## config.mk

```make
export PLATFORM = sky130hd
export DESIGN_NAME = mpd_sqrt
export DESIGN_NICKNAME = d
export VERILOG_FILES = /design/src/sv/mpd_pkg.sv /design/src/sv/mpd_sqrt.sv
export SDC_FILE = /design/constraint.sdc
export NUM_CORES = 2
export LEC_CHECK = 0
export ABC_AREA = 1
export BUFFER_PORTS_ARGS = -buffer_cell sky130_fd_sc_hd__buf_2
export CAP_MARGIN = 5
export CORE_MARGIN = 2
export CORE_UTILIZATION = 58
export DETAILED_ROUTE_END_ITERATION = 10
export PLACE_DENSITY = 0.81
export SLEW_MARGIN = 20
export SYNTH_ARGS = -nofsm -noshare
export SYNTH_HDL_FRONTEND = slang
export SYNTH_SLANG_ARGS = --single-unit
```

## constraint.sdc

```tcl
create_clock -name i_clk -period 3.1 [get_ports i_clk]
set_clock_uncertainty 0.1 [all_clocks]
set_input_delay 0.155 -clock i_clk [delete_from_list [all_inputs] [get_ports i_clk]]
set_output_delay 0.155 -clock i_clk [all_outputs]
set_load 0.05 [all_outputs]
```

## src/sv/mpd_pkg.sv

```systemverilog
`timescale 1ns / 1ps
`default_nettype none
// ----------------------------------------------------------------------------
// mpd_pkg: shared constants, types and helpers of the masked pose distance
// Fixed-point constants for pi, result and sum widths, stage counts and
// configuration register indexes.
// ----------------------------------------------------------------------------
package mpd_pkg;

    localparam int COORD_WIDTH_DEF = 24;
    localparam int FRAC_BITS_DEF   = 16;

    localparam int NUM_AXES   = 6;
    localparam int NUM_LINEAR = 3;

    localparam int DIST_WIDTH = 26;
    localparam int SQ_WIDTH   = 2 * DIST_WIDTH;
    localparam int SUM_WIDTH  = SQ_WIDTH + 3;

    localparam logic [DIST_WIDTH-1:0] DIST_MAX = '1;

    localparam int LANE_STAGES  = 6;
    localparam int MERGE_STAGES = 2;
    localparam int SQRT_STAGES  = DIST_WIDTH;
    localparam int NUM_STAGES   = LANE_STAGES + MERGE_STAGES + SQRT_STAGES;

    localparam int CFG_IDX_WIDTH = 3;

    localparam logic [CFG_IDX_WIDTH-1:0] REG_TARGET_X     = 3'd0;
    localparam logic [CFG_IDX_WIDTH-1:0] REG_TARGET_Y     = 3'd1;
    localparam logic [CFG_IDX_WIDTH-1:0] REG_TARGET_Z     = 3'd2;
    localparam logic [CFG_IDX_WIDTH-1:0] REG_TARGET_ALPHA = 3'd3;
    localparam logic [CFG_IDX_WIDTH-1:0] REG_TARGET_BETA  = 3'd4;
    localparam logic [CFG_IDX_WIDTH-1:0] REG_TARGET_GAMMA = 3'd5;
    localparam logic [CFG_IDX_WIDTH-1:0] REG_AXIS_MASK    = 3'd6;

    localparam logic [NUM_AXES-1:0] AXIS_MASK_RESET = '1;

    // pi with 60 fractional bits
    localparam logic [63:0] PI_Q60 = 64'h3243F6A8885A308D;

    typedef logic [DIST_WIDTH-1:0] t_dist;
    typedef logic [SQ_WIDTH-1:0]   t_sq;
    typedef logic [SUM_WIDTH-1:0]  t_sum;

    // pi rounded to nearest at the given number of fractional bits
    function automatic logic [63:0] pi_fx(input int frac);
        return (PI_Q60 + (64'd1 << (59 - frac))) >> (60 - frac);
    endfunction

    // two pi rounded to nearest on its own
    function automatic logic [63:0] two_pi_fx(input int frac);
        return ((PI_Q60 << 1) + (64'd1 << (59 - frac))) >> (60 - frac);
    endfunction

endpackage
`default_nettype wire

```

## src/sv/mpd_sqrt.sv

```systemverilog
`timescale 1ns / 1ps
`default_nettype none
// ----------------------------------------------------------------------------
// mpd_sqrt: pipelined integer square root
// One result bit per stage (restoring digit method), floor of the root of a
// 52-bit radicand; flags sums too large for the result width.
// ----------------------------------------------------------------------------
module mpd_sqrt (
    input  wire                  i_clk,
    input  wire                  i_en,
    input  wire mpd_pkg::t_sum   i_sum,
    input  wire                  i_over,
    output mpd_pkg::t_dist       o_root,
    output logic                 o_sat
);
    localparam int NS = mpd_pkg::SQRT_STAGES;
    localparam int VW = mpd_pkg::SQ_WIDTH + 1;

    logic [VW-1:0] r_v   [NS];
    logic [VW-1:0] r_res [NS];
    logic          r_sat [NS];

    for (genvar k = 0; k < NS; k++) begin : g_step
        localparam logic [VW-1:0] STEP_BIT = VW'(1) << (2 * (NS - 1 - k));

        logic [VW-1:0] w_v_in;
        logic [VW-1:0] w_res_in;
        logic          w_sat_in;
        logic [VW-1:0] w_trial;

        if (k == 0) begin : g_first
            assign w_v_in   = VW'(i_sum[mpd_pkg::SQ_WIDTH-1:0]);
            assign w_res_in = '0;
            assign w_sat_in = i_over || (|i_sum[mpd_pkg::SUM_WIDTH-1:mpd_pkg::SQ_WIDTH]);
        end else begin : g_next
            assign w_v_in   = r_v[k-1];
            assign w_res_in = r_res[k-1];
            assign w_sat_in = r_sat[k-1];
        end

        assign w_trial = w_res_in + STEP_BIT;

        // take the bit when the trial fits
        always_ff @(posedge i_clk) begin
            if (i_en) begin
                r_sat[k] <= w_sat_in;
                if (w_v_in >= w_trial) begin
                    r_v[k]   <= w_v_in - w_trial;
                    r_res[k] <= (w_res_in >> 1) + STEP_BIT;
                end else begin
                    r_v[k]   <= w_v_in;
                    r_res[k] <= w_res_in >> 1;
                end
            end
        end
    end

    assign o_root = r_res[NS-1][mpd_pkg::DIST_WIDTH-1:0];
    assign o_sat  = r_sat[NS-1];
endmodule
`default_nettype wire

```

==> impl_metrics.yaml <==
grt:
  grt_first_pass_wirelength_um: 511000
  grt_max_degree: 188
  grt_pass1_vias: 84200
  grt_usage: 0.382
  grt_remaining_overflow: 0
  antenna_found_initial: 8
layout:
  fill_cells: 14500
  nNetsFinal: 13300
  final_area_sq_mm: 0.113
  drive_gt1_frac: 0.0659
  area_growth_pct: 11.5
  fin_cells: 15400
  seq_area_sq_mm: 0.0511
  multi_input_area_sq_mm: 0.0409
  finish.utilization: 0.650
place:
  dp_slack_ns: -0.403
  place_area_sq_mm: 0.106
  port_buffers: 84
  dp_hpwl_um: 271000
  post-place-cells: 14900
  place.gp.congestion: 1.06
floorplanning:
  boundaryPins: 85
  start_util: 0.583
  rows: 153
  fp.dieW_um: 422
  chipHeight_um: 422
  fp.coreArea_sq_mm: 0.174
  dieArea_sq_mm: 0.178
timing:
  fin_crit_ns: 3.12
  setup_viol: 1
  hold_violations: 0
  slew_headroom: 0.236
  tns_ns: -0.0187
  holdWs_ns: 0.241
  drv_slew: 0
  fin_ws_ns: -0.0187
  worst_pin_slew_ns: 1.15
  min_period_over_period: 1.01
  max_freq_mhz: 321
synth:
  post-synth-top-count-cell: "nand2_1"
  syn-cell-area_sq_mm: 0.101
  syn_inst: 12400
  ys_seq_elements: 1702
  synth.net_count: 12900
  ys_types: 56
  avgSynthCellArea_sq_um: 8.16
  synth_top_cell_by_area: "edfxtp_1"
  yosys_warnings: 0
  synth_edf_count: 1702
  synth_top_area_share: 0.504
  synth-seq-area-share: 0.504
  synth_ff_type: "edfxtp_1"
  async_flop_share: 0
  synthTopCellsByCount: "3829 x nand2_1, 2283 x inv_1, 1702 x edfxtp_1"
  synth_area_leaders: "edfxtp_1 50%, nand2_1 14%, inv_1 8.5%, nor2_1 5.2%, ha_1 4.6%"
power_and_ir_drop:
  powerDensity_mw_per_mm2: 639
  power.total_mw: 72.2
  ir_drop_mv: 0.744
  leakagePower_nw: 51.8
worst_setup_path:
  path_cells: "ha_1, nand2_2, nor2_2, nand2_1, nor2_2, inv_2, nor2_1, nand2_1, nand4_1, nor2_1, a21oi_1"
  critPathSlowestCell: "a21oi_1"
  critical_path_class: "reg -> reg"
  cp_max_fo: 5
  critical_path.endpoint_type: "register"
  arrival_ns: 3.60
  crit_path_start_kind: "register"
  worstPathRequired_ns: 3.58
  reg2reg_depth: 11
  critical-path-max-stage-delay_ns: 0.54
clock_tree:
  clk_latency_ns: 0.88
  clockRootBuffer: "clkbuf_16"
  cts.path.max_buffers: 3
  htreeDepth: 4
  cts_tree: "built"
  cts.sinks: 1702
  cts_inserted_buffers: 176
  cts.reportedPaths.clkPinSlew_ns: 0.07
routing:
  viasPerCell: 5.70
  drt-initial-drc-count: 10700
  first_pass_iters: 8
  drc: 0
  routed_wl_um: 347000
  vias: 87700
  routedWlPerCell_um: 22.6
  drtAntennaViolNets: 0
run:
  maxCapViolCount: 0
run_status:
  status: "finished with violations"
  violations: "setup timing"
hold_path:
  hp-class: "in -> reg"
  min_path_cells: 4
layout by cell type (no fill, tap or decap), types with 185 or more instances in the layout:
master / n
a21oi_1: 325
buf_4: 189
edfxtp_1: 1702
ha_1: 372
inv_1: 2283
nand2_1: 3827
nand3_1: 662
nand4_1: 337
nor2_1: 1407
nor3_1: 185
o21ai_0: 186
cells by family (layout without fill, tap and decap cells):
| family | count (synthesis) | in the layout | synth area share |
|---|---|---|---|
| AO/OA/AOI/OAI | 736 | 736 | 0.0406 |
| XOR/XNOR | 346 | 346 | 0.0299 |
| adder cells (fa/ha/maj) | 375 | 375 | 0.0463 |
| buffers and inverters | 2440 | 3060 | 0.0934 |
| flip-flops | 1702 | 1702 | 0.504 |
| other | 0 | 7 | 0 |
| AND/OR/NAND/NOR | 6827 | 6827 | 0.285 |
report_power, final:
group	total (mW)	switching [mW]	internal (mW)
logic	18.4	12.6	5.85
clock network	22.1	9.92	12.1
registers	31.8	2.98	28.8
layer usage:
layer / up-vias / track usage / routed length (um)
met1: 40800 / 0.488 / 133000
met3: 1111 / 0.0616 / 32200
met2: 4822 / 0.612 / 157000
li1: 40900 / - / -
met4: 6 / 0.236 / 25500
met5: - / 0 / 34
sequential cells by signal (all words and copies together) (netlist names):
signal,count
r_res,351
r_sat,26
r_v,1325
area by class of cell:
cell class,instances,share of cell area
Inverter,2329,0.0774
Timing Repair Buffer,407,0.0303
Clock inverter,123,0.0129
Antenna cell,7,0.000155
Clock buffer,201,0.0398
Sequential cell,1702,0.452
Tap cell,2325,0.0257
Multi-Input combinational cell,8284,0.362
path summary, 6_finish.rpt:
check	start	endpoint	slack, ns
worst min-delay path	i_sum[51]	r_v[0][51]	0.24
worst min register to register	r_sat[0][3]	r_sat[0][4]	0.30
worst max-delay path	r_v[1][127]	r_v[1][205]	-0.02
worst max register to register	r_v[1][127]	r_v[1][205]	-0.02
timing repair:
action	in CTS	in global routing
cloned	0	0
setup endpoints to repair	11	94
setup buffers	3	6
hold buffers	109	0
resized for setup	7	17
hold endpoints to repair	477	0
worst max-delay path: cells and delay by family, from the launching register on:
| kind | cells | cell delay [ns] |
|---|---|---|
| AO/OA/AOI/OAI | 1 | 0.54 |
| flip-flops | 1 | 0.50 |
| AND/OR/NAND/NOR | 8 | 1.17 |
| adder cells (fa/ha/maj) | 1 | 0.48 |
| buffers and inverters | 1 | 0.08 |
Power figures use the tool's default switching activity.
