### src/sv/mpd_pkg.sv
`timescale 1ns / 1ps
`default_nettype none
// ----------------------------------------------------------------------------
// mpd_pkg: shared constants, types and helpers of the masked pose distance
// Fixed-point constants for pi, result and sum widths, stage counts and
// configuration register indexes.
// ----------------------------------------------------------------------------
package mpd_pkg;

    localparam int COORD_WIDTH_DEF = 24;
    localparam int FRAC_BITS_DEF   = 16;

    localparam int NUM_AXES   = 6;
    localparam int NUM_LINEAR = 3;

    localparam int DIST_WIDTH = 26;
    localparam int SQ_WIDTH   = 2 * DIST_WIDTH;
    localparam int SUM_WIDTH  = SQ_WIDTH + 3;

    localparam logic [DIST_WIDTH-1:0] DIST_MAX = '1;

    localparam int LANE_STAGES  = 6;
    localparam int MERGE_STAGES = 2;
    localparam int SQRT_STAGES  = DIST_WIDTH;
    localparam int NUM_STAGES   = LANE_STAGES + MERGE_STAGES + SQRT_STAGES;

    localparam int CFG_IDX_WIDTH = 3;

    localparam logic [CFG_IDX_WIDTH-1:0] REG_TARGET_X     = 3'd0;
    localparam logic [CFG_IDX_WIDTH-1:0] REG_TARGET_Y     = 3'd1;
    localparam logic [CFG_IDX_WIDTH-1:0] REG_TARGET_Z     = 3'd2;
    localparam logic [CFG_IDX_WIDTH-1:0] REG_TARGET_ALPHA = 3'd3;
    localparam logic [CFG_IDX_WIDTH-1:0] REG_TARGET_BETA  = 3'd4;
    localparam logic [CFG_IDX_WIDTH-1:0] REG_TARGET_GAMMA = 3'd5;
    localparam logic [CFG_IDX_WIDTH-1:0] REG_AXIS_MASK    = 3'd6;

    localparam logic [NUM_AXES-1:0] AXIS_MASK_RESET = '1;

    // pi with 60 fractional bits
    localparam logic [63:0] PI_Q60 = 64'h3243F6A8885A308D;

    typedef logic [DIST_WIDTH-1:0] t_dist;
    typedef logic [SQ_WIDTH-1:0]   t_sq;
    typedef logic [SUM_WIDTH-1:0]  t_sum;

    // pi rounded to nearest at the given number of fractional bits
    function automatic logic [63:0] pi_fx(input int frac);
        return (PI_Q60 + (64'd1 << (59 - frac))) >> (60 - frac);
    endfunction

    // two pi rounded to nearest on its own
    function automatic logic [63:0] two_pi_fx(input int frac);
        return ((PI_Q60 << 1) + (64'd1 << (59 - frac))) >> (60 - frac);
    endfunction

endpackage
`default_nettype wire

### src/sv/mpd_merge.sv
`timescale 1ns / 1ps
`default_nettype none
// ----------------------------------------------------------------------------
// mpd_merge: lane merge
// Registered adder tree over the six squares; ORs the lane overflow flags.
// ----------------------------------------------------------------------------
module mpd_merge (
    input  wire                              i_clk,
    input  wire                              i_en,
    input  wire mpd_pkg::t_sq                i_sq [mpd_pkg::NUM_AXES],
    input  wire [mpd_pkg::NUM_AXES-1:0]      i_over,
    output mpd_pkg::t_sum                    o_sum,
    output logic                             o_over
);
    localparam int PW = mpd_pkg::SQ_WIDTH + 1;
    localparam int NP = mpd_pkg::NUM_AXES / 2;

    logic [PW-1:0] r_pair [NP];
    logic          r_over_a;

    // first level: pairwise sums
    always_ff @(posedge i_clk) begin
        if (i_en) begin
            for (int k = 0; k < NP; k++) begin
                r_pair[k] <= PW'(i_sq[2*k]) + PW'(i_sq[2*k+1]);
            end
            r_over_a <= |i_over;
        end
    end

    // second level: total
    always_ff @(posedge i_clk) begin
        if (i_en) begin
            o_sum  <= mpd_pkg::SUM_WIDTH'(r_pair[0]) + mpd_pkg::SUM_WIDTH'(r_pair[1])
                      + mpd_pkg::SUM_WIDTH'(r_pair[2]);
            o_over <= r_over_a;
        end
    end
endmodule
`default_nettype wire

### config.mk
export PLATFORM = sky130hd
export DESIGN_NAME = mpd_merge
export DESIGN_NICKNAME = d
export VERILOG_FILES = /design/src/sv/mpd_pkg.sv /design/src/sv/mpd_merge.sv
export SDC_FILE = /design/constraint.sdc
export NUM_CORES = 1
export LEC_CHECK = 0
export BUFFER_PORTS_ARGS = -buffer_cell sky130_fd_sc_hd__buf_2
export CAP_MARGIN = 30
export CORE_ASPECT_RATIO = 1.25
export CORE_MARGIN = 2
export CORE_UTILIZATION = 50
export CTS_CLUSTER_DIAMETER = 30
export CTS_CLUSTER_SIZE = 24
export DETAILED_ROUTE_END_ITERATION = 16
export PLACE_DENSITY = 0.76
export SLEW_MARGIN = 20
export SYNTH_ARGS = -nofsm -noshare
export SYNTH_HDL_FRONTEND = slang
export SYNTH_SLANG_ARGS = --single-unit
### constraint.sdc
create_clock -name i_clk -period 4.12 [get_ports i_clk]
set_clock_uncertainty 0.05 [all_clocks]
set_input_delay 0.824 -clock i_clk [delete_from_list [all_inputs] [get_ports i_clk]]
set_output_delay 0.824 -clock i_clk [all_outputs]
set_load 0.05 [all_outputs]
==> results of run 1 <==
==> sequential cells by signal, indices dropped and copies added, names as in the netlist <==
signal,count
r_pair,159
o_sum,55
o_over,1
r_over_a,1
==> metal layers <==
| layer | GRT usage (%) | part of all wire, % |
|---|---|---|
| met3 | 4.948 | 6.4 |
| met4 | 15.07 | 5.3 |
| met1 | 33.63 | 37 |
| met5 | 0 | 0.082 |
| met2 | 53.98 | 51 |
==> how the worst max path moves through the flow <==
stage	endpoint	slack (ps)	cells past startpoint
after global placement	r_pair[0][105]$_DFFE_PP_	-70	14
after detailed placement	o_sum[47]$_DFFE_PP_	-140	15
after CTS	o_sum[47]$_DFFE_PP_	20	15
after floorplan	o_sum[47]$_DFFE_PP_	280	14
after global routing	o_sum[47]$_DFFE_PP_	20	15
final	o_sum[34]$_DFFE_PP_	110	12
==> logic make-up (layout without fill, tap and decap cells) <==
| logic type | count (synthesis) | after routing | share of synthesized area [%] |
|---|---|---|---|
| AOI/OAI and AO/OA | 671 | 671 | 22.68 |
| xor gates and xnor gates | 195 | 195 | 9.057 |
| adders and majority gates | 265 | 265 | 19.85 |
| buffers and inverters | 120 | 586 | 2.409 |
| DFF | 216 | 216 | 34.40 |
| other | 0 | 2 | 0 |
| and+or+nand+nor | 457 | 457 | 11.61 |
==> repair_timing <==
| action | CTS | global route |
|---|---|---|
| setup endpoints to repair | 2 | 4 |
| pin swaps | 3 | 1 |
| gates resized for setup | 4 | 5 |
==> cells in the mapped netlist, types with 7 or more instances <==
library cell	count	share of area, %
a211o_1	9	0.42
a211oi_1	13	0.52
a21boi_0	8	0.32
a21o_1	113	4.5
a21oi_1	227	6.0
a221oi_1	7	0.33
a31o_2	8	0.37
a31oi_1	19	0.63
and2_1	10	0.33
and3_1	13	0.43
clkbuf_1	59	1.2
edfxtp_1	216	34
fa_1	57	6.1
ha_1	208	14
inv_1	57	1.1
nand2_1	146	2.9
nand2b_1	15	0.50
nand3_1	39	1.0
nand4_1	48	1.6
nor2_1	108	2.1
nor2b_1	23	0.76
nor3_1	24	0.64
nor4_1	8	0.27
o211ai_1	9	0.36
o21a_1	21	0.84
o21ai_0	125	3.3
o21ai_1	11	0.29
o21bai_1	30	1.2
o31ai_1	11	0.44
xnor2_1	122	5.7
xor2_1	73	3.4
==> worst max-delay path, cell delays in order, from the launching register on <==
cell      delay, ps
edfxtp_1        400
fa_1            510
ha_1            350
o21ai_0         150
o211ai_1        320
a41oi_1         260
o41a_1          540
o21ai_1         230
buf_4           160
a21oi_1          80
o21ai_0         410
a21o_1          190
xnor2_1          80
==> cell type report <==
| class | count | share of cell area, % |
|---|---|---|
| clock buffer | 47 | 4.793 |
| antenna | 2 | 0.02157 |
| sequential | 216 | 27.95 |
| clock inverter | 34 | 1.585 |
| multi-input combinational | 1588 | 51.51 |
| timing repair buffer | 448 | 10.59 |
| tap | 486 | 2.620 |
| inverter | 57 | 0.9220 |
==> power by group through the flow <==
stage | Combinational [mW] | Clock [mW] | Sequential [mW]
finish | 7.21 | 3.53 | 3.65
global route | 7.83 | 3.68 | 3.70
CTS | 7.10 | 3.56 | 3.66
detailed placement | 7.03 | 0 | 3.70
global placement | 6.98 | 0 | 3.69
floorplan | 4.03 | 0 | 4.58
==> Implementation_results.wiki, run 1 <==
{| class="wikitable"
! Metric !! Value
|-
| Number of cells produced by synthesis || 1924
|-
| Fraction of registers with async set/reset || 0%
|-
| Post-Syn Nets || 2509
|-
| Top achievable clock speed || between 0.2 and 0.25 GHz
|-
| Placement Rows || 79
|-
| Number of cells in the finished layout apart from fillers || 2878
|-
| Worst path required time || 4340 ps
|-
| Flops & latches, synth || 216
|-
| Final Hold Slack || 382.5 ps
|-
| Global-route usage over all layers || 29.94%
|-
| Total area of sequential cells || between 6000 and 7000 sq um
|-
| HPWL after detailed placement || about 49 mm
|-
| Area taken by multi-input logic gates || between 10000 and 15000 sq um
|-
| Number of instances in the placed design || between 2000 and 3000
|-
| Via count || 17110
|-
| Total length of routed wires || 59.82 mm
|-
| Result of the run || finished clean
|-
| Cts bufs inserted || 44
|-
| Worst endpoint data arrival time || 4230 ps
|-
| Postcts setup bufs || 0
|-
| Setup violations, final || 0
|-
| Signed area change from the synthesized netlist to the final layout || 23.06%
|-
| Fraction of final layout cells with drive strength greater than 1 || a little under a quarter
|-
| Mean routed wirelength per cell || 20.79 um
|-
| Max H-tree Level || 2
|-
| CP endpoint kind || register
|-
| Post-layout nets || just under 3000
|-
| Placer Congestion || ~1
|-
| Worst-case register-to-register setup slack || roughly 110 ps
|-
| Placeable core region || 37170 sq um
|-
| Crit path time final || 4014 ps
|-
| Share of synthesized area occupied by flip-flops and latches || roughly a third
|-
| Cell count of the worst hold path || 0
|-
| Highest fanout seen on the critical path || 4
|-
| Number of DRC violations after detailed-routing iteration 0 || 1061
|-
| First-pass GRT wire length || 91.06 mm
|-
| Clock tree from TritonCTS || done
|-
| MaxCap Viol Count || 0
|-
| Number of antenna violations at the first check in global routing || 6
|-
| Reg2Reg Capture Point || o_sum[34]$_DFFE_PP_
|-
| Ports || 376
|-
| Startpoint Class || register
|-
| Total power || approximately 14 mW
|-
| Residual overflow from global routing || 0
|-
| Clock slew seen by the registers of the worst setup and hold paths || about 50 ps
|-
| Die span in y || between 200 and 250 um
|-
| Die X || 177.7 um
|-
| R2R cell count || 12
|-
| Worst slack, placed || -136.8 ps
|-
| Power density over the cells || 620.1 nW/um^2
|-
| Hold_buf cts || 0
|-
| Worst vdd rail ir drop || roughly 0.37 mV
|-
| Antenna violation net count after detailed routing || 0
|-
| Max Root-Sink Buffers || 3
|-
| Number of max-slew violations in the final report || 0
|-
| Initial cell density of the core || 50.74%
|-
| Utilization after layout || a little over three fifths
|-
| Relative slew slack || 46.81%
|-
| Clock Power Share || 24.5%
|-
| Clk_lat worst skew || 550 ps
|-
| Transition time at the pin with the least slew margin || 797.9 ps
|-
| Leak || around 10 nW
|-
| Main synth FF type || edfxtp_1
|-
| Total Negative Setup Slacks || 0 ps
|-
| Switch Pwr || between 6 and 7 mW
|-
| Die Outline Area || 39290 sq um
|-
| Clock Tree Root || clkbuf_16
|-
| Area of the mapped netlist || 18860 sq um
|-
| Number of warnings printed during yosys synthesis || 0
|-
| Tcrit/Tclk final || between 90 and 100%
|-
| Vias per cell || 5.945
|-
| Worst Hold End || o_over$_DFFE_PP_
|-
| DR pass1 iterations || 6
|-
| Switching portion of total power || 42.37%
|-
| DP Area || 21680 sq um
|-
| Kind of critical path || register to register
|-
| Most frequent standard cell in the layout excluding fill and tap cells || buf_2
|-
| Number of synthesized flops with an enable pin || 216
|-
| CP startpoint || r_pair[0][4]$_DFFE_PP_
|-
| Finished Cell Area || about 23000 sq um
|-
| Launch instance of the worst register-to-register path || r_pair[0][4]$_DFFE_PP_
|-
| Via count of the first global-routing pass || 17180
|-
| Startpoint of the lowest-slack hold path || r_over_a$_DFFE_PP_
|-
| Worst setup slack after layout || 106.1 ps
|-
| DRC viols || 0
|-
| Combinational cell fraction of total power || 50.1%
|-
| Part of the total power dissipated in sequential elements || 25.4%
|-
| Count of endpoints failing hold in the final timing report || 0
|-
| Maximum number of pins on one net before global-route repair || 90
|-
| Synthesized area per cell || 9.801 sq um
|-
| FILL cells || 3133
|-
| Most frequent cells in the layout || buf_2, a21oi_1, edfxtp_1
|-
| TritonCTS Sinks || 216
|-
| P_int || 8.292 mW
|-
| RSZ-0062 raised after global routing || no
|-
| Number of buffers added on ports || 375
|-
| Count of distinct cell types in the synthesized netlist || 69
|-
| Hold Crit Class || register to register
|}
No activity file was read; power rests on OpenSTA's default activity.
==> run 2, diff against run 1 <==
ABC_AREA = 1   (was not set)
PLACE_DENSITY = 0.74   (was 0.76)
==> run 2 against run 1 <==
The flow now finishes with violations (DRC). Synthesized cell count rose by 110%. Utilization down 3.3 points. Setup slack improved by 910 ps. Area after synthesis grew 38%. Highest routed layer is now met4. Final cell count increased by 81%. Largest power group unchanged. Cell area increased by 31%. Combinational power is 24% higher. Sequential share of layout area shrank 6.7 points. Power rose by 14%.
==> Implementation_results.wiki, run 2 <==
{| class="wikitable"
! Metric !! Value
|-
| Transition time at the pin with the least slew margin || 842.8 ps (+44.86 ps)
|-
| Number of buffers and inverters on the critical path || 1 (unchanged)
|-
| Number of max-slew violations in the final report || 0 (unchanged)
|-
| Mean routed wirelength per cell || 18.34 um (-12%)
|-
| CP endpoint kind || register
|-
| Max H-tree Level || 2 (unchanged)
|-
| RSZ-0062 raised after global routing || no
|-
| Number of instances in the placed design || 5123 (+83%)
|-
| Initial cell density of the core || 50.62% (-0.12 points)
|-
| Number of synthesized flops with an enable pin || 216 (unchanged)
|-
| Cts bufs inserted || 46 (+4.5%)
|-
| Placer Congestion || 1.041 (+5.8%)
|-
| Number of flip-flops in the largest register || 159 (unchanged)
|-
| Worst endpoint data arrival time || 3360 ps (-870 ps)
|-
| Utilization after layout || 59.14% (-3.3 points)
|-
| Crit path time final || 3101 ps (-912.6 ps)
|-
| Worst path required time || 4380 ps (+40 ps)
|-
| Switch Pwr || 7.938 mW (+30%)
|-
| Fraction of registers with async set/reset || 0% (unchanged)
|-
| Fraction of final layout cells with drive strength greater than 1 || 15.48% (-7.9 points)
|-
| Most repeated cell in the gate-level netlist after synthesis || nand2_1
|-
| Total Negative Setup Slacks || 0 ps (unchanged)
|-
| Highest fanout seen on the critical path || 5 (+1)
|-
| Tcrit/Tclk final || 75.27% (-22 points)
|-
| Placeable core region || 51550 sq um (+39%)
|-
| Leak || 16.81 nW (+63%)
|-
| Total power || 16.34 mW (+14%)
|-
| Most used standard cells in the synthesized netlist || nand2_1, inv_1, nor2_1, edfxtp_1, nand3_1
|-
| Die span in y || 259.4 um (+17%)
|-
| Max Root-Sink Buffers || 3 (unchanged)
|-
| Startpoint of the lowest-slack hold path || r_over_a$_DFFE_PP_
|-
| Count of endpoints failing hold in the final timing report || 0 (unchanged)
|-
| Worst vdd rail ir drop || 0.3320 mV (-9.6%)
|-
| Number of cells in the finished layout apart from fillers || 5208 (+81%)
|-
| Antenna violation net count after detailed routing || 0 (unchanged)
|-
| Via count of the first global-routing pass || 25340 (+48%)
|-
| Most frequent standard cell in the layout excluding fill and tap cells || nand2_1
|-
| Post-Syn Nets || 4663 (+86%)
|-
| Combinational cell fraction of total power || 54.5% (+4.4 points)
|-
| Count of distinct cell types in the synthesized netlist || 37 (-46%)
|-
| Power density over the cells || 536.0 nW/um^2 (-14%)
|-
| Failing checks || DRC
|-
| Top Registers || r_pair x159, o_sum x55
|-
| Clk_lat worst skew || 570 ps (+20 ps)
|-
| Placement Rows || 93 (+18%)
|-
| Number of buffers added on ports || 375 (unchanged)
|-
| Clock Power Share || 23.3% (-1.2 points)
|-
| TritonCTS Sinks || 216 (unchanged)
|-
| Worst slack, placed || 933.9 ps (+1071 ps)
|-
| Number of warnings printed during yosys synthesis || 0 (unchanged)
|-
| Post_cts resized || 0 (-4)
|-
| Worst setup slack after layout || 1019 ps (+912.6 ps)
|-
| Startpoint Class || register
|-
| Number of DRC violations after detailed-routing iteration 0 || 1809 (+70%)
|-
| Die Outline Area || 54040 sq um (+38%)
|-
| Maximum number of pins on one net before global-route repair || 95 (+5.6%)
|-
| DRC viols || 2 (+2)
|-
| Signed area change from the synthesized netlist to the final layout || 16.85%
|-
| Number of antenna violations at the first check in global routing || 2 (-4)
|-
| Most frequent cells in the layout || nand2_1, inv_1, buf_2
|-
| P_int || 8.404 mW (+1.4%)
|-
| Main synth FF type || edfxtp_1
|-
| Number of cells produced by synthesis || 4078 (+110%)
|-
| Hold Crit Class || register to register
|-
| First-pass GRT wire length || 143.8 mm (+58%)
|-
| Kind of critical path || register to register
|-
| Top achievable clock speed || 0.3225 GHz (+29%)
|-
| Postcts setup bufs || 0 (unchanged)
|-
| MaxCap Viol Count || 0 (unchanged)
|-
| Area leader, netlist || edfxtp_1
|-
| DR pass1 iterations || 12 (+6)
|-
| Clock Tree Root || clkbuf_16
|-
| Cell-by-cell trace of the critical path || fa_1, ha_1, nand2_1, nor2_1, inv_1, nor2_1, nand2_1, nor2_1, nand2_1, nand4_1, nand2_1
|-
| Die X || 208.3 um (+17%)
|-
| Launch instance of the worst register-to-register path || r_pair[0][41]$_DFFE_PP_
|-
| CP startpoint || r_pair[0][41]$_DFFE_PP_
|-
| Family of cells with the greatest summed delay on the critical path || simple AND/OR/NAND/NOR gates
|-
| Post-layout nets || 5091 (+73%)
|-
| HPWL after detailed placement || 83.92 mm (+71%)
|-
| Vias per cell || 5.116 (-14%)
|-
| Largest Register || r_pair
|-
| Synthesized area per cell || 6.398 sq um (-35%)
|-
| Via count || 26650 (+56%)
|-
| Most used cell, CP || nand2_1
|-
| Total length of routed wires || 95.50 mm (+60%)
|-
| Residual overflow from global routing || 0 (unchanged)
|-
| Longest individual stage delay on the worst path || 530 ps (about the same)
|-
| Ports || 376 (unchanged)
|-
| Relative slew slack || 43.82% (-3.0 points)
|-
| Global-route usage over all layers || 35.21% (+5.3 points)
|-
| Setup violations, final || 0 (unchanged)
|-
| Biggest area contributors in the synthesized netlist || edfxtp_1, nand2_1, inv_1
|-
| Crit-path slowest cell || fa_1
|-
| Clock tree from TritonCTS || done
|-
| Result of the run || complete, but fails checks
|-
| Flops & latches, synth || 216 (unchanged)
|-
| Clock slew seen by the registers of the worst setup and hold paths || 50 ps (about the same)
|-
| Part of the total power dissipated in sequential elements || 22.3% (-3.1 points)
|-
| Switching portion of total power || 48.57% (+6.2 points)
|-
| Hold_buf cts || 0 (unchanged)
|-
| Share of synthesized area occupied by flip-flops and latches || 24.86% (-9.5 points)
|-
| Share of the synthesized area in the top cell type || 24.86% (-9.5 points)
|-
| Area of the mapped netlist || 26090 sq um (+38%)
|}
-- run 2: changes by cell type after synthesis, sizes merged, moves of 23 or more --
cell    delta
nand2   +1513
inv      +796
nor2     +242
nand3    +188
o21ai    -112
xnor2    -112
a21o     -109
a21oi     -72
clkbuf    -59
xor2      +37
nor3      +28
nor2b     -23
-- run 2: cells by family after synthesis --
group,Yosys count,synth area share (%)
buf+inv,853,12.27
flops,216,24.86
xor+xnor,120,4.028
simple gates,2389,39.44
compound gates,235,5.059
fa+ha+maj,265,14.35
-- run 2: layout make-up --
| type | instances | area (sq um) |
|---|---|---|
| antenna | 1 | 2.502 |
| clock buffer | 52 | 1237 |
| clock inverter | 32 | 362.8 |
| fill | 5218 | 21060 |
| inverter | 853 | 3202 |
| multi-input combinational | 3009 | 16400 |
| sequential | 216 | 6486 |
| tap | 665 | 832.0 |
| timing repair buffer | 380 | 1961 |
-- run 2: layer usage --
| metal | vias up | wire [um] | GRT usage, % |
|---|---|---|---|
| met1 | 12020 | 38170 | 42.11 |
| met3 | 211 | 5920 | 4.537 |
| met2 | 935 | 45910 | 61.78 |
| li1 | 13480 | - | - |
| met5 | - | 0 | 0 |
| met4 | 0 | 5495 | 18.65 |
-- run 2: power groups by stage --
| stage | Combinational [mW] | Sequential (mW) | Clock, mW |
|---|---|---|---|
| after floorplan | 5.03 | 4.51 | 0 |
| after global placement | 8.76 | 3.65 | 0 |
| after detailed placement | 8.76 | 3.67 | 0 |
| after CTS | 8.82 | 3.64 | 3.84 |
| after global routing | 9.77 | 3.67 | 3.93 |
| final | 8.91 | 3.64 | 3.80 |
-- run 2: final timing paths --
path	end	slack (ps)	cells past startpoint
max	o_sum[46]$_DFFE_PP_	1020	11
min	o_over$_DFFE_PP_	400	0
max reg2reg	o_sum[46]$_DFFE_PP_	1020	11
min reg2reg	o_over$_DFFE_PP_	400	0
-- run 2: metrics by stage --
stage                     hold WS, ps  instance area, sq um
final                           398.2                 30490
after CTS                       413.8                 30490
after floorplan                 350.3                 26090
after global placement          367.7                 28890
after global routing            419.9                 30490
after detailed placement        387.3                 28890
==> run 3, diff against run 2 <==
PLACE_DENSITY = 0.71   (was 0.74)
clock period = 3 ns   (was 4.12 ns; I/O delays follow)
==> run 3 against run 2 <==
The flow still finishes with violations (DRC). Global-route usage decreased by 0.38 points. Sequential cell count unchanged. Wire length decreased by 0.23%. Clock power increased by 15%. Critical path depth unchanged. Utilization about the same. Combinational power increased by 43%. Die area unchanged. Clock-buffer cell count decreased by 11. Largest power group unchanged.
==> Implementation_results.wiki, run 3 (synthesis gave the netlist of run 2 again) <==
{| class="wikitable"
! Metric !! Value
|-
| FILL cells || 5255 (+0.71%)
|-
| Placeable core region || 51550 sq um (unchanged)
|-
| Tcrit/Tclk final || 95.54% (+20 points)
|-
| Transition time at the pin with the least slew margin || 773.0 ps (-69.78 ps)
|-
| TritonCTS Sinks || 216 (unchanged)
|-
| Area taken by multi-input logic gates || 16460 sq um (+0.36%)
|-
| Placer Congestion || 1.045 (+0.34%)
|-
| Hold Crit Class || primary input to register
|-
| Number of buffers added on ports || 375 (unchanged)
|-
| Result of the run || complete, but fails checks
|-
| DRC viols || 2 (unchanged)
|-
| Total length of routed wires || 95.28 mm (-0.23%)
|-
| Number of max-slew violations in the final report || 0 (unchanged)
|-
| Utilization after layout || 59.18% (about the same)
|-
| Signed area change from the synthesized netlist to the final layout || 16.92% (about the same)
|-
| Worst vdd rail ir drop || 0.5229 mV (+58%)
|-
| RSZ-0062 raised after global routing || no
|-
| DR pass1 iterations || 14 (+2)
|-
| Most frequent standard cell in the layout excluding fill and tap cells || nand2_1
|-
| Residual overflow from global routing || 0 (unchanged)
|-
| Count of endpoints failing hold in the final timing report || 0 (unchanged)
|-
| Cts bufs inserted || 37 (-20%)
|-
| Number of antenna violations at the first check in global routing || 7 (+5)
|-
| Relative slew slack || 48.29% (+4.5 points)
|-
| Launch instance of the worst register-to-register path || r_pair[0][91]$_DFFE_PP_
|-
| Top Registers || r_pair x159, o_sum x55
|-
| Clock slew seen by the registers of the worst setup and hold paths || 70 ps (+20 ps)
|-
| Maximum number of pins on one net before global-route repair || 57 (-40%)
|-
| Initial cell density of the core || 50.62% (unchanged)
|-
| Max H-tree Level || 2 (unchanged)
|-
| Setup violations, final || 0 (unchanged)
|-
| Vias per cell || 5.114 (about the same)
|-
| Die X || 208.3 um (unchanged)
|-
| Leak || 16.83 nW (+0.12%)
|-
| Total area of sequential cells || 6486 sq um (unchanged)
|-
| Die Outline Area || 54040 sq um (unchanged)
|-
| Number of DRC violations after detailed-routing iteration 0 || 2055 (+14%)
|-
| Worst path required time || 3220 ps (-1160 ps)
|-
| Number of cells in the finished layout apart from fillers || 5227 (+0.36%)
|-
| Number of instances in the placed design || 5158 (+0.68%)
|-
| Top achievable clock speed || 0.3489 GHz (+8.2%)
|-
| Post-layout nets || 5117 (+0.51%)
|-
| Ports || 376 (unchanged)
|-
| Global-route usage over all layers || 34.83% (-0.38 points)
|-
| Clock tree from TritonCTS || done
|-
| MaxCap Viol Count || 0 (unchanged)
|-
| Power density over the cells || 719.8 nW/um^2 (+34%)
|-
| Worst endpoint data arrival time || 3080 ps (-280 ps)
|-
| Hold_buf cts || 0 (unchanged)
|-
| Highest fanout seen on the critical path || 5 (unchanged)
|-
| Most frequent cells in the layout || nand2_1, inv_1, buf_2
|-
| Clk_lat worst skew || 530 ps (-40 ps)
|-
| Largest Register || r_pair
|-
| Startpoint Class || register
|-
| Mean routed wirelength per cell || 18.23 um (-0.59%)
|-
| First-pass GRT wire length || 142.2 mm (-1.2%)
|-
| Postcts setup bufs || 0 (unchanged)
|-
| CP startpoint || r_pair[0][91]$_DFFE_PP_
|-
| Number of flip-flops in the largest register || 159 (unchanged)
|-
| Failing checks || DRC
|-
| CP endpoint kind || register
|-
| Startpoint of the lowest-slack hold path || i_sq[260]
|-
| Clock Tree Root || clkbuf_16
|-
| Antenna violation net count after detailed routing || 0 (unchanged)
|-
| Die span in y || 259.4 um (unchanged)
|-
| Kind of critical path || register to register
|-
| Fraction of final layout cells with drive strength greater than 1 || 16.07% (+0.59 points)
|-
| Crit path time final || 2866 ps (-235.1 ps)
|-
| HPWL after detailed placement || 84.47 mm (+0.66%)
|-
| Via count of the first global-routing pass || 25400 (+0.22%)
|-
| Max Root-Sink Buffers || 3 (unchanged)
|-
| Via count || 26730 (+0.32%)
|-
| Placement Rows || 93 (unchanged)
|}
==> run 3: where the power goes <==
part,internal [mW],switching [mW],leakage (nW)
Clock,2.66,1.71,0.624
Combinational,3.85,8.86,14.1
Sequential,4.52,0.359,2.12
Total,11.0,10.9,16.8
==> run 3: cell type report <==
cell class                 instances  share of cell area (%)
clock buffer                      41                   3.224
sequential                       216                   21.26
inverter                         853                   10.50
clock inverter                    27                   1.070
multi-input combinational       3009                   53.97
antenna                            1                0.008203
tap                              665                   2.727
timing repair buffer             415                   7.247
==> run 3: path summary, 6_finish.rpt <==
| path | end | slack [ps] | depth (start not counted) |
|---|---|---|---|
| setup / recovery | o_sum[47]$_DFFE_PP_ | 130 | 11 |
| hold / removal | r_pair[0][0]$_DFFE_PP_ | 310 | 2 |
| setup reg to reg | o_sum[47]$_DFFE_PP_ | 130 | 11 |
| hold reg to reg | o_over$_DFFE_PP_ | 370 | 0 |
==> run 3: metal layers <==
layer | global-route usage (%) | vias to the layer above | routed length, um
met5 | 0 | - | 13
met4 | 19.94 | 2 | 6147
met3 | 3.218 | 215 | 5135
met2 | 62.24 | 895 | 46260
met1 | 40.95 | 12090 | 37720
li1 | - | 13530 | -
==> run 3: per-stage QoR <==
stage / setup WS, ps / hold WS, ps / total power [mW] / TNS (ps) / cell area [sq um]
finish: 133.8 / 313.4 / 21.96 / 0 / 30510
global placement: -48.69 / 367.9 / 17.33 / -48.69 / 29140
CTS: 12.74 / 295.2 / 21.83 / 0 / 30450
global route: 7.404 / 308.7 / 23.35 / 0 / 30500
detailed placement: -8.260 / 364.2 / 17.39 / -8.260 / 29140
floorplan: 455.3 / 350.3 / 13.11 / 0 / 26090
==> run 3: repair_timing <==
action                                  CTS  global route
endpoints found under the setup margin    1            14
resized for setup                         1            13
pin swaps                                 0             0
==> run 3: critical path, stage by stage (launching register included) <==
cell      delay [ps]
edfxtp_1         450
fa_1             490
ha_1             410
nand2_1          170
nor2_2           220
inv_1             90
nor2_2           180
nand3_1          170
nor2_1           120
nand2_1           90
nand4_1          110
nand2_1           50
